[src/hdl/rqpi_pkg.sv]
// Shared types and codes for the ready queue core.
// No dependencies; used by the core, its checker and the testbench.
package rqpi_pkg;

  // Item kinds
  localparam logic [1:0] KIND_APPEND = 2'd0;
  localparam logic [1:0] KIND_INSERT = 2'd1;
  localparam logic [1:0] KIND_POP    = 2'd2;

  typedef enum logic [1:0] {
    ST_DONE  = 2'd0,
    ST_EMPTY = 2'd1,
    ST_FULL  = 2'd2
  } status_t;

  typedef struct packed {
    logic [1:0]  kind;
    logic [7:0]  process_id;
    logic [15:0] priority_req;
  } req_word_t;

  typedef struct packed {
    logic [7:0] popped_id;
    status_t    status;
    logic [4:0] occupancy;
  } rsp_word_t;

  typedef enum logic [1:0] {
    S_IDLE,
    S_POP,
    S_INS,
    S_RESP
  } state_t;

endpackage

[src/hdl/rqpi_stream_if.sv]
// Valid/ready channel carrying one word per handshake.
// Word type is a parameter; instances use the structs of rqpi_pkg.
interface rqpi_stream_if #(
  parameter type WORD_T = logic [0:0]
);
  logic  valid;
  logic  ready;
  WORD_T data;

  modport source (output valid, output data, input ready);
  modport sink   (input valid, input data, output ready);
endinterface

[src/hdl/rqpi_ram.sv]
// Generic single-write, single-read RAM with registered read data.
// No dependencies.
module rqpi_ram #(
  parameter int WIDTH = 24,
  parameter int DEPTH = 16
) (
  input  logic                     clk,
  input  logic                     we,
  input  logic [$clog2(DEPTH)-1:0] waddr,
  input  logic [WIDTH-1:0]         wdata,
  input  logic                     re,
  input  logic [$clog2(DEPTH)-1:0] raddr,
  output logic [WIDTH-1:0]         rdata
);
  logic [WIDTH-1:0] mem [DEPTH];

  always_ff @(posedge clk) begin
    if (we) begin
      mem[waddr] <= wdata;
    end
    if (re) begin
      rdata <= mem[raddr];
    end
  end
endmodule

[src/hdl/ready_queue_priority_insert_core.sv]
// Ready queue with priority insert: a bounded ordered queue of process ids,
// each stored with an unsigned priority code (lower value is served earlier).
// Depends on rqpi_pkg, rqpi_stream_if and rqpi_ram.
//
// Channels: req (sink) carries kind / process_id / priority_req; rsp
// (source) returns popped_id / status / occupancy, one word per req word.
//   append - write at the tail.
//   insert - place before the first entry whose priority is strictly
//            greater; equal priorities keep arrival order.
//   pop    - remove the head. Pop on empty, append or insert into full give
//            status codes and leave the queue untouched; kind 3 is a no-op.
// Entries live in one RAM used as a ring (head pointer + fill count).
// A no-op, a pop on empty or a drop on full goes from idle straight to the
// result state; a pop passes through S_POP; append and insert walk in S_INS,
// where for an insert the single read port streams through every entry while
// the write port shifts entries toward the tail. req.ready is high only while
// idle, so a word is taken only after the previous result loads; a stalled
// rsp holds its word and the next result waits for it. Reset (rst,
// synchronous) empties the queue; the RAM needs no clear, since only slots
// below the fill count are ever used.
module ready_queue_priority_insert_core #(
  parameter int QUEUE_DEPTH   = 16,
  parameter int ID_BITS       = 8,
  parameter int PRIORITY_BITS = 16
) (
  input  logic                 clk,
  input  logic                 rst,
  rqpi_stream_if.sink          req,
  rqpi_stream_if.source        rsp
);
  import rqpi_pkg::*;

  localparam int AW = $clog2(QUEUE_DEPTH);
  localparam int CW = $clog2(QUEUE_DEPTH + 1);
  localparam int EW = ID_BITS + PRIORITY_BITS;
  localparam logic [CW-1:0] DEPTH_C = CW'(QUEUE_DEPTH);

  // Logical slot (0 = head) to physical RAM address on the ring.
  function automatic logic [AW-1:0] phys(input logic [AW-1:0] h,
                                         input logic [CW-1:0] l);
    logic [CW:0] s;
    s = (CW+1)'(h) + (CW+1)'(l);
    if (s >= (CW+1)'(QUEUE_DEPTH)) begin
      s = s - (CW+1)'(QUEUE_DEPTH);
    end
    return AW'(s);
  endfunction

  state_t state, state_next;

  // Queue bookkeeping
  logic [AW-1:0] head;
  logic [CW-1:0] count;

  // Current item
  logic [ID_BITS-1:0]       op_id;
  logic [PRIORITY_BITS-1:0] op_prio;

  // Insert walk: rk = next slot to read, wk = slot whose data returns now
  logic [CW-1:0] rk;
  logic [CW-1:0] wk;
  logic          pend;
  logic          placed;
  logic [EW-1:0] carry;

  rsp_word_t res;
  logic      rsp_valid;
  rsp_word_t rsp_data;

  // RAM port signals
  logic                     ram_we;
  logic [AW-1:0]            ram_waddr;
  logic [EW-1:0]            ram_wdata;
  logic                     ram_re;
  logic [AW-1:0]            ram_raddr;
  logic [EW-1:0]            ram_rdata;
  logic [ID_BITS-1:0]       rd_id;
  logic [PRIORITY_BITS-1:0] rd_prio;

  logic accept;
  logic ins_done;
  logic rsp_free;
  logic rd_more;

  assign accept    = req.valid && req.ready;
  assign rsp_free  = !rsp_valid || rsp.ready;
  assign rd_more   = (rk < count);
  assign ins_done  = !pend && !rd_more;
  assign rd_id     = ram_rdata[EW-1:PRIORITY_BITS];
  assign rd_prio   = ram_rdata[PRIORITY_BITS-1:0];

  assign rsp.valid = rsp_valid;
  assign rsp.data  = rsp_data;

  rqpi_ram #(
    .WIDTH (EW),
    .DEPTH (QUEUE_DEPTH)
  ) u_ram (
    .clk   (clk),
    .we    (ram_we),
    .waddr (ram_waddr),
    .wdata (ram_wdata),
    .re    (ram_re),
    .raddr (ram_raddr),
    .rdata (ram_rdata)
  );

  // Next state
  always_comb begin
    state_next = state;
    case (state)
      S_IDLE: begin
        if (accept) begin
          case (req.data.kind)
            KIND_APPEND, KIND_INSERT: begin
              state_next = (count == DEPTH_C) ? S_RESP : S_INS;
            end
            KIND_POP: begin
              state_next = (count == '0) ? S_RESP : S_POP;
            end
            default: state_next = S_RESP;
          endcase
        end
      end
      S_POP:  state_next = S_RESP;
      S_INS: begin
        if (ins_done) begin
          state_next = S_RESP;
        end
      end
      S_RESP: begin
        if (rsp_free) begin
          state_next = S_IDLE;
        end
      end
      default: state_next = S_IDLE;
    endcase
  end

  // Outputs: handshake and RAM access
  always_comb begin
    req.ready = 1'b0;
    ram_re    = 1'b0;
    ram_raddr = head;
    ram_we    = 1'b0;
    ram_waddr = phys(head, wk);
    ram_wdata = carry;
    case (state)
      S_IDLE: begin
        req.ready = 1'b1;
        ram_re    = req.valid;   // head read, used only by a pop
      end
      S_INS: begin
        ram_re    = rd_more;
        ram_raddr = phys(head, rk);
        if (pend) begin
          // Before the insert point nothing moves; from it on, each slot
          // takes the entry (or the new item) carried from the slot above.
          if (placed) begin
            ram_we = 1'b1;
          end else if (rd_prio > op_prio) begin
            ram_we    = 1'b1;
            ram_wdata = {op_id, op_prio};
          end
        end else if (!rd_more) begin
          // Tail write: displaced last entry, or the new item itself
          ram_we    = 1'b1;
          ram_waddr = phys(head, count);
          ram_wdata = placed ? carry : {op_id, op_prio};
        end
      end
      default: ;
    endcase
  end

  // Control registers
  always_ff @(posedge clk) begin
    if (rst) begin
      state     <= S_IDLE;
      head      <= '0;
      count     <= '0;
      pend      <= 1'b0;
      placed    <= 1'b0;
      rsp_valid <= 1'b0;
    end else begin
      state <= state_next;
      // Output register loads as the old word leaves or when empty
      if (state == S_RESP && rsp_free) begin
        rsp_valid <= 1'b1;
      end else if (rsp.ready) begin
        rsp_valid <= 1'b0;
      end
      case (state)
        S_IDLE: begin
          pend   <= 1'b0;
          placed <= 1'b0;
        end
        S_POP: begin
          head  <= phys(head, CW'(1));
          count <= count - CW'(1);
        end
        S_INS: begin
          if (pend && (placed || rd_prio > op_prio)) begin
            placed <= 1'b1;
          end
          pend <= rd_more;
          if (ins_done) begin
            count <= count + CW'(1);
          end
        end
        default: ;
      endcase
    end
  end

  // Payload registers
  always_ff @(posedge clk) begin
    case (state)
      S_IDLE: begin
        if (accept) begin
          op_id         <= ID_BITS'(req.data.process_id);
          op_prio       <= PRIORITY_BITS'(req.data.priority_req);
          rk            <= (req.data.kind == KIND_INSERT) ? '0 : count;
          res.popped_id <= '0;
          res.occupancy <= 5'(count);
          case (req.data.kind)
            KIND_APPEND, KIND_INSERT: begin
              res.status <= (count == DEPTH_C) ? ST_FULL : ST_DONE;
            end
            KIND_POP: begin
              res.status <= (count == '0) ? ST_EMPTY : ST_DONE;
            end
            default: res.status <= ST_DONE;
          endcase
        end
      end
      S_POP: begin
        res.popped_id <= 8'(rd_id);
        res.occupancy <= 5'(count - CW'(1));
      end
      S_INS: begin
        if (pend && (placed || rd_prio > op_prio)) begin
          carry <= ram_rdata;
        end
        if (rd_more) begin
          wk <= rk;
          rk <= rk + CW'(1);
        end
        if (ins_done) begin
          res.occupancy <= 5'(count + CW'(1));
        end
      end
      S_RESP: begin
        if (rsp_free) begin
          rsp_data <= res;
        end
      end
      default: ;
    endcase
  end

endmodule

[src/flat_wrapper.sv]
// flat-port wrapper written by rule: the top's interface ports become plain ports
module ready_queue_priority_insert_core_flat import rqpi_pkg::*;
#(
  parameter int QUEUE_DEPTH   = 16,
  parameter int ID_BITS       = 8,
  parameter int PRIORITY_BITS = 16
)
  (clk, rst, req_valid, req_data, req_ready, rsp_valid, rsp_data, rsp_ready);
  rqpi_stream_if #(.WORD_T(req_word_t)) req_i ();
  rqpi_stream_if #(.WORD_T(rsp_word_t)) rsp_i ();
  input  logic clk;
  input  logic rst;
  input wire logic [$bits(req_i.valid)-1:0] req_valid;
  input wire logic [$bits(req_i.data)-1:0] req_data;
  output wire logic [$bits(req_i.ready)-1:0] req_ready;
  output wire logic [$bits(rsp_i.valid)-1:0] rsp_valid;
  output wire logic [$bits(rsp_i.data)-1:0] rsp_data;
  input wire logic [$bits(rsp_i.ready)-1:0] rsp_ready;
  assign req_i.valid = req_valid;
  assign req_i.data = req_data;
  assign req_ready = req_i.ready;
  assign rsp_valid = rsp_i.valid;
  assign rsp_data = rsp_i.data;
  assign rsp_i.ready = rsp_ready;
  ready_queue_priority_insert_core #(.QUEUE_DEPTH(QUEUE_DEPTH), .ID_BITS(ID_BITS), .PRIORITY_BITS(PRIORITY_BITS)) u_core (.clk(clk), .rst(rst), .req(req_i), .rsp(rsp_i));
endmodule
[config.mk]
export PLATFORM = sky130hd
export DESIGN_NAME = ready_queue_priority_insert_core_flat
export DESIGN_NICKNAME = d
export VERILOG_FILES = /design/src/hdl/rqpi_pkg.sv /design/src/hdl/rqpi_stream_if.sv /design/src/hdl/rqpi_ram.sv /design/src/hdl/ready_queue_priority_insert_core.sv /design/src/flat_wrapper.sv
export SDC_FILE = /design/constraint.sdc
export NUM_CORES = 1
export LEC_CHECK = 0
export BUFFER_PORTS_ARGS = -buffer_cell sky130_fd_sc_hd__buf_4
export CAP_MARGIN = 40
export CORE_MARGIN = 10
export CORE_UTILIZATION = 50
export CTS_BUF_LIST = sky130_fd_sc_hd__clkbuf_4 sky130_fd_sc_hd__clkbuf_8
export DETAILED_ROUTE_END_ITERATION = 8
export GPL_TIMING_DRIVEN = 1
export PLACE_DENSITY = 0.81
export SLEW_MARGIN = 5
export SYNTH_ARGS = -nofsm -noshare
export SYNTH_HDL_FRONTEND = slang
export SYNTH_HIERARCHICAL = 1
export SYNTH_SLANG_ARGS = --single-unit
[constraint.sdc]
create_clock -name clk -period 4.1 [get_ports clk]
set_input_delay 0.41 -clock clk [delete_from_list [all_inputs] [get_ports clk]]
set_output_delay 0.41 -clock clk [all_outputs]
set_load 0.02 [all_outputs]
==> flow_summary.yaml, run 1 <==
final_layout:
  layout_common_cells: "edfxtp_1 (495), mux4_2 (96), buf_4 (82)"
  nets: 1259
  final_common_cell: "edfxtp_1"
  antennaDiodeCount: 0
  drive_gt1_share_pct: 29.26
  area_growth_pct: 14.82
logic_synthesis:
  synth_nets: 1108
  yosysUniqueCellTypes: 52
  synthCells: 1036
  synth_ff_type: "edfxtp_1"
  async_flop_share_pct: 0
  ys_ff_latch: 509
  synth_area_um2: 20310
  seq_area_frac_synth_pct: 74.57
  syn_avg_cell_area_um2: 19.60
  synth_edf_count: 495
  ys_warn_count: 6
cts:
  cts_buffer_depth: 3
  clkLatencyLatePin_ps: 630
  cts_tree: "done"
  post_cts.repair.setup_buffers: 0
  clkTransAtPathRegs_ps: 60
  cts_sinks: 509
  cts_inserted_buffers: 80
  cts_root_buf: "clkbuf_8"
  post_cts_resized: 0
  h-tree-depth: 3
  holdBufCountCts: 24
grt:
  grt_use_total_pct: 17.28
  grt_max_degree: 55
  grt_pass1_vias: 10710
  antenna_found_initial: 0
  grt-ovfl-total: 0
  grt_pass1_wl_mm: 65.54
setup_path:
  r2r_start: "u_core/u_ram/rdata[13]"
  crit_type: "reg2reg"
  arrival_ps: 3950
  r2r_setup_slack_ps: 480
  r2r_cells: 10
  crit_fanout: 16
  cp.required_ps: 4420
  startpoint_type: "flip-flop"
  r2r_end: "u_core/u_ram/mem[1][10]"
  cp-end-kind: "flip-flop"
power_and_ir_drop:
  ir_drop_mv: 0.5755
  p_total_mw: 16.34
  power_density_nw_per_um2: 700.8
  p_leak_nw: 7.794
placed_design:
  port_buffers: 46
  dp_hpwl_mm: 25.81
  routabilityCongestion: 0.8603
floorplanning:
  die_h_um: 221.5
  dieArea_um2: 49080
  ios: 47
  die_w_um: 221.5
  rows: 73
  fp.coreArea_um2: 39910
  start_util_pct: 50.88
min_path:
  holdPathStages: 2
  hp-class: "in2reg"
  hold_path_end: "u_core/res[5]"
  hp-start: "req_data[24]"
timing:
  drv_slew: 0
  max_slew_margin_pct: 56.60
  rsz0062_at_grt: "no"
  finalSetupViolations: 0
  skew_ps: 25.63
  hold-worst-slack_ps: 91.71
  fin_crit_ps: 3623
  finalCritPeriodShare_pct: 88.36
  worst_pin_slew_ps: 651.0
  fmax_mhz: 276.0
  finalHoldViolations: 0
  setup_tns_ps: 0
detailed_routing:
  vias_per_cell: 5.870
  wl_mm: 42.32
  vias: 10380
  routedWlPerCell_um: 23.92
  first_pass_iters: 5
  final_antenna_net_count: 0
  drt_iter0_markers: 963
  drc_errors: 0
flow_run:
  drv_cap: 0
status:
  outcome: "completed"
## where the power goes
group	leakage, nW	internal [mW]	total, mW	switching (mW)
logic	2.39	2.14	5.10	2.96
clock network	0.790	2.12	4.05	1.93
registers	4.62	6.89	7.19	0.299
## metrics by stage
step	cells	setup slack, ps	util, %	cell area, um^2
after global routing	1769	222.1	58.42	23320
after global placement	1605	703.2	54.02	21560
after CTS	1769	476.8	58.42	23320
after floorplan	1036	312.6	-	20330
after detailed placement	1606	556.7	54.04	21570
final	1769	477.3	58.42	23320
## per-layer routing
metal | vias up | wire, um | global-route usage (%)
met1 | 5310 | 16860 | 22.90
met3 | 84 | 3924 | 4.904
met5 | - | 0 | 0
li1 | 4482 | - | -
met4 | 0 | 1199 | 6.954
met2 | 508 | 20330 | 26.55
## cell usage after synthesis, types with 2 or more instances
cell      count  share of area, %
a21o_1        5              0.18
ha_1         39               2.4
nand2b_1      3             0.092
nand3b_1      2             0.074
a21oi_1      26              0.64
fa_1          3              0.30
inv_1        36              0.67
a22oi_1      48               1.8
dfxtp_1      14               1.4
buf_12        2              0.20
edfxtp_1    495                73
nor2b_1       5              0.15
mux4_2       96                11
nand3_1      12              0.30
xor2_1        4              0.17
or3_1         3             0.092
o31ai_1       2             0.074
and2_1       10              0.31
nand4_1       4              0.12
mux2i_1       6              0.30
clkbuf_1     27              0.50
a41oi_1       2             0.086
buf_6         5              0.28
buf_2        10              0.25
mux2_4       20               1.5
nor3_2        2             0.099
a221oi_1      2             0.086
mux2_2        8              0.44
xnor2_1      14              0.60
nand4b_1      2             0.086
nor3_1        5              0.12
nand2_1      52              0.96
o21ai_0      15              0.37
nor2_1       39              0.72
## cell type report
class                           count  area (um^2)
Clock inverter                     36        231.5
Inverter                           37        138.9
Multi-Input combinational cell    446         4887
Fill cell                        2746        16590
Tap cell                          525        656.9
Timing Repair Buffer              113        980.9
Clock buffer                      103         1280
Sequential cell                   509        15140
## cells by family after synthesis
| logic type | share of synthesized area, % |
|---|---|
| xor+xnor | 0.7762 |
| flops | 74.57 |
| fa+ha+maj | 2.698 |
| compound gates | 3.795 |
| simple gates | 3.395 |
| mux | 12.86 |
| buf+inv | 1.904 |
## flip-flops by register name (all words and copies together), names as in the netlist
| name | cells |
|---|---|
| u_core/head | 4 |
| u_core/count | 5 |
| u_core/state | 2 |
| u_core/u_ram/mem | 384 |
| u_core/rsp.valid | 1 |
| u_core/op_id | 8 |
| u_core/wk | 4 |
| u_core/pend | 1 |
| u_core/rk | 5 |
| u_core/op_prio | 16 |
| u_core/placed | 1 |
| u_core/rsp.data | 15 |
| u_core/u_ram/rdata | 24 |
| u_core/carry | 24 |
| u_core/res | 15 |
## worst max path at each step
stage	from	endpoint	slack (ps)
floorplan	u_core/count[3]	u_core/u_ram/mem[1][0]	310
global placement	u_core/u_ram/rdata[13]	u_core/u_ram/mem[1][4]	700
detailed placement	u_core/u_ram/rdata[15]	u_core/u_ram/mem[1][4]	560
CTS	u_core/u_ram/rdata[13]	u_core/u_ram/mem[1][14]	480
global route	u_core/u_ram/rdata[13]	u_core/u_ram/mem[1][14]	220
finish	u_core/u_ram/rdata[13]	u_core/u_ram/mem[1][10]	480
## worst max-delay path: stages (launching register included)
cell	delay, ps
edfxtp_1	410
ha_1	350
nand4_2	180
nor4_2	340
a21boi_2	240
nor3_2	100
nand4b_1	240
nand3_1	190
or3b_2	550
nor2_2	490
buf_12	240
Power figures use the tool's default switching activity.
==> inputs of run 2 (changes only) <==
--- a/config.mk
+++ b/config.mk
@@ -10,9 +10,11 @@
 export CORE_MARGIN = 10
 export CORE_UTILIZATION = 50
 export CTS_BUF_LIST = sky130_fd_sc_hd__clkbuf_4 sky130_fd_sc_hd__clkbuf_8
+export CTS_CLUSTER_DIAMETER = 150
 export DETAILED_ROUTE_END_ITERATION = 8
 export GPL_TIMING_DRIVEN = 1
 export PLACE_DENSITY = 0.81
+export RECOVER_POWER = 50
 export SLEW_MARGIN = 5
 export SYNTH_ARGS = -nofsm -noshare
 export SYNTH_HDL_FRONTEND = slang
==> flow_summary.yaml, run 2 (synthesized netlist as in run 1, its figures left out) <==
cts:
  cts_sinks: 509
  clkTransAtPathRegs_ps: 60
  post_cts.repair.setup_buffers: 0
  cts_tree: "done"
  post_cts_resized: 0
  holdBufCountCts: 24
  cts_inserted_buffers: 80
  h-tree-depth: 3
  clkLatencyLatePin_ps: 630
  cts_buffer_depth: 3
  cts_root_buf: "clkbuf_8"
detailed_routing:
  drt_iter0_markers: 945
  final_antenna_net_count: 0
  routedWlPerCell_um: 23.93
  vias_per_cell: 5.845
  wl_mm: 42.33
  drc_errors: 0
  vias: 10340
  first_pass_iters: 5
placed_design:
  dp_hpwl_mm: 25.81
  routabilityCongestion: 0.8603
  port_buffers: 46
final_layout:
  drive_gt1_share_pct: 25.32
  regArea_um2: 15140
  nets: 1259
  antennaDiodeCount: 0
  multi_input_area_um2: 4797
  layout_common_cells: "edfxtp_1 (495), mux4_2 (96), clkbuf_8 (81)"
  postLayoutCoreUtil_pct: 57.91
  regMostFlops: "u_core/u_ram/mem"
  fill_cells: 2792
  top_regs: "u_core/u_ram/mem: 384 flops, u_core/carry: 24 flops, u_core/u_ram/rdata: 24 flops"
  largest_reg_flops: 384
  final_common_cell: "edfxtp_1"
  area_growth_pct: 13.81
power_and_ir_drop:
  ir_drop_mv: 0.5580
  p_total_mw: 16.21
  p_leak_nw: 7.622
  power_density_nw_per_um2: 701.5
floorplanning:
  rows: 73
  start_util_pct: 50.88
  die_w_um: 221.5
  fp.coreArea_um2: 39910
  dieArea_um2: 49080
  ios: 47
  die_h_um: 221.5
timing:
  finalHoldViolations: 0
  worst_pin_slew_ps: 2020
  fmax_mhz: 265.0
  finalCritPeriodShare_pct: 92.02
  fin_crit_ps: 3773
  rsz0062_at_grt: "no"
  hold-worst-slack_ps: 89.80
  setup_tns_ps: 0
  skew_ps: 25.07
  finalSetupViolations: 0
  drv_slew: 27
  max_slew_margin_pct: -34.66
status:
  violations: "capacitance limit, slew limit"
  outcome: "complete, but fails checks"
grt:
  grt-ovfl-total: 0
  grt_pass1_wl_mm: 65.54
  grt_use_total_pct: 17.28
  grt_pass1_vias: 10710
  grt_max_degree: 55
  antenna_found_initial: 0
setup_path:
  cp-end-kind: "flip-flop"
  arrival_ps: 4040
  crit_fanout: 16
  startpoint_type: "flip-flop"
  crit_type: "reg2reg"
  cp.required_ps: 4370
flow_run:
  drv_cap: 1
min_path:
  hp-class: "in2reg"
[run 2: cell count changes in the layout (fill, tap and decap cells not counted), moves of 7 or more]
cell      delta
buf_4       -47
clkbuf_1    +25
mux2_1      +20
clkbuf_4    +19
mux2_4      -19
and2_0       +7
and2_1       -7
[run 2: power breakdown]
part,switching [mW],internal (mW),leakage [nW]
Combinational,2.93,2.02,2.21
Sequential,0.299,6.91,4.62
Clock,1.93,2.12,0.790
Total,5.16,11.1,7.62
[run 2: per-stage QoR]
step                      setup WS [ps]  cell area, um^2  instances
after floorplan                   312.6            20330       1036
after global placement            703.2            21560       1605
after detailed placement          556.7            21570       1606
after CTS                         476.8            23320       1769
after global routing              121.3            23110       1769
final                             327.0            23110       1769
[run 2: per-layer routing]
layer,share of wire [%],global-route usage (%),vias up
li1,-,-,4484
met5,0,0,-
met1,40,22.90,5278
met2,48,26.55,476
met3,8.5,4.904,101
met4,3.2,6.954,0
[run 2: path summary, 6_finish.rpt]
path / from / end / slack, ps / depth (start not counted)
worst max-delay path: u_core/u_ram/rdata[1] / u_core/u_ram/mem[5][8] / 330 / 8
worst min register to register: u_core/res[14] / u_core/rsp.data[14] / 420 / 0
worst min-delay path: req_data[24] / u_core/res[5] / 90 / 2
worst max register to register: u_core/u_ram/rdata[1] / u_core/u_ram/mem[5][8] / 330 / 8
[run 2: worst max-delay path, stage by stage, from the launching register on]
cell      delay, ps
edfxtp_1        400
ha_1            300
nor2b_1         130
o211ai_1        480
a21boi_2        120
nor3_1          540
o22ai_4         290
clkbuf_2        470
mux2_1          680
[run 2: layout make-up]
type                    instances  area share (%)
clock buffers                 103           5.538
clock inverters                36           1.001
inverters                      37          0.6009
multi-input cells             446           20.75
flip-flops and latches        509           65.52
well taps                     525           2.842
repair buffers                113           3.741
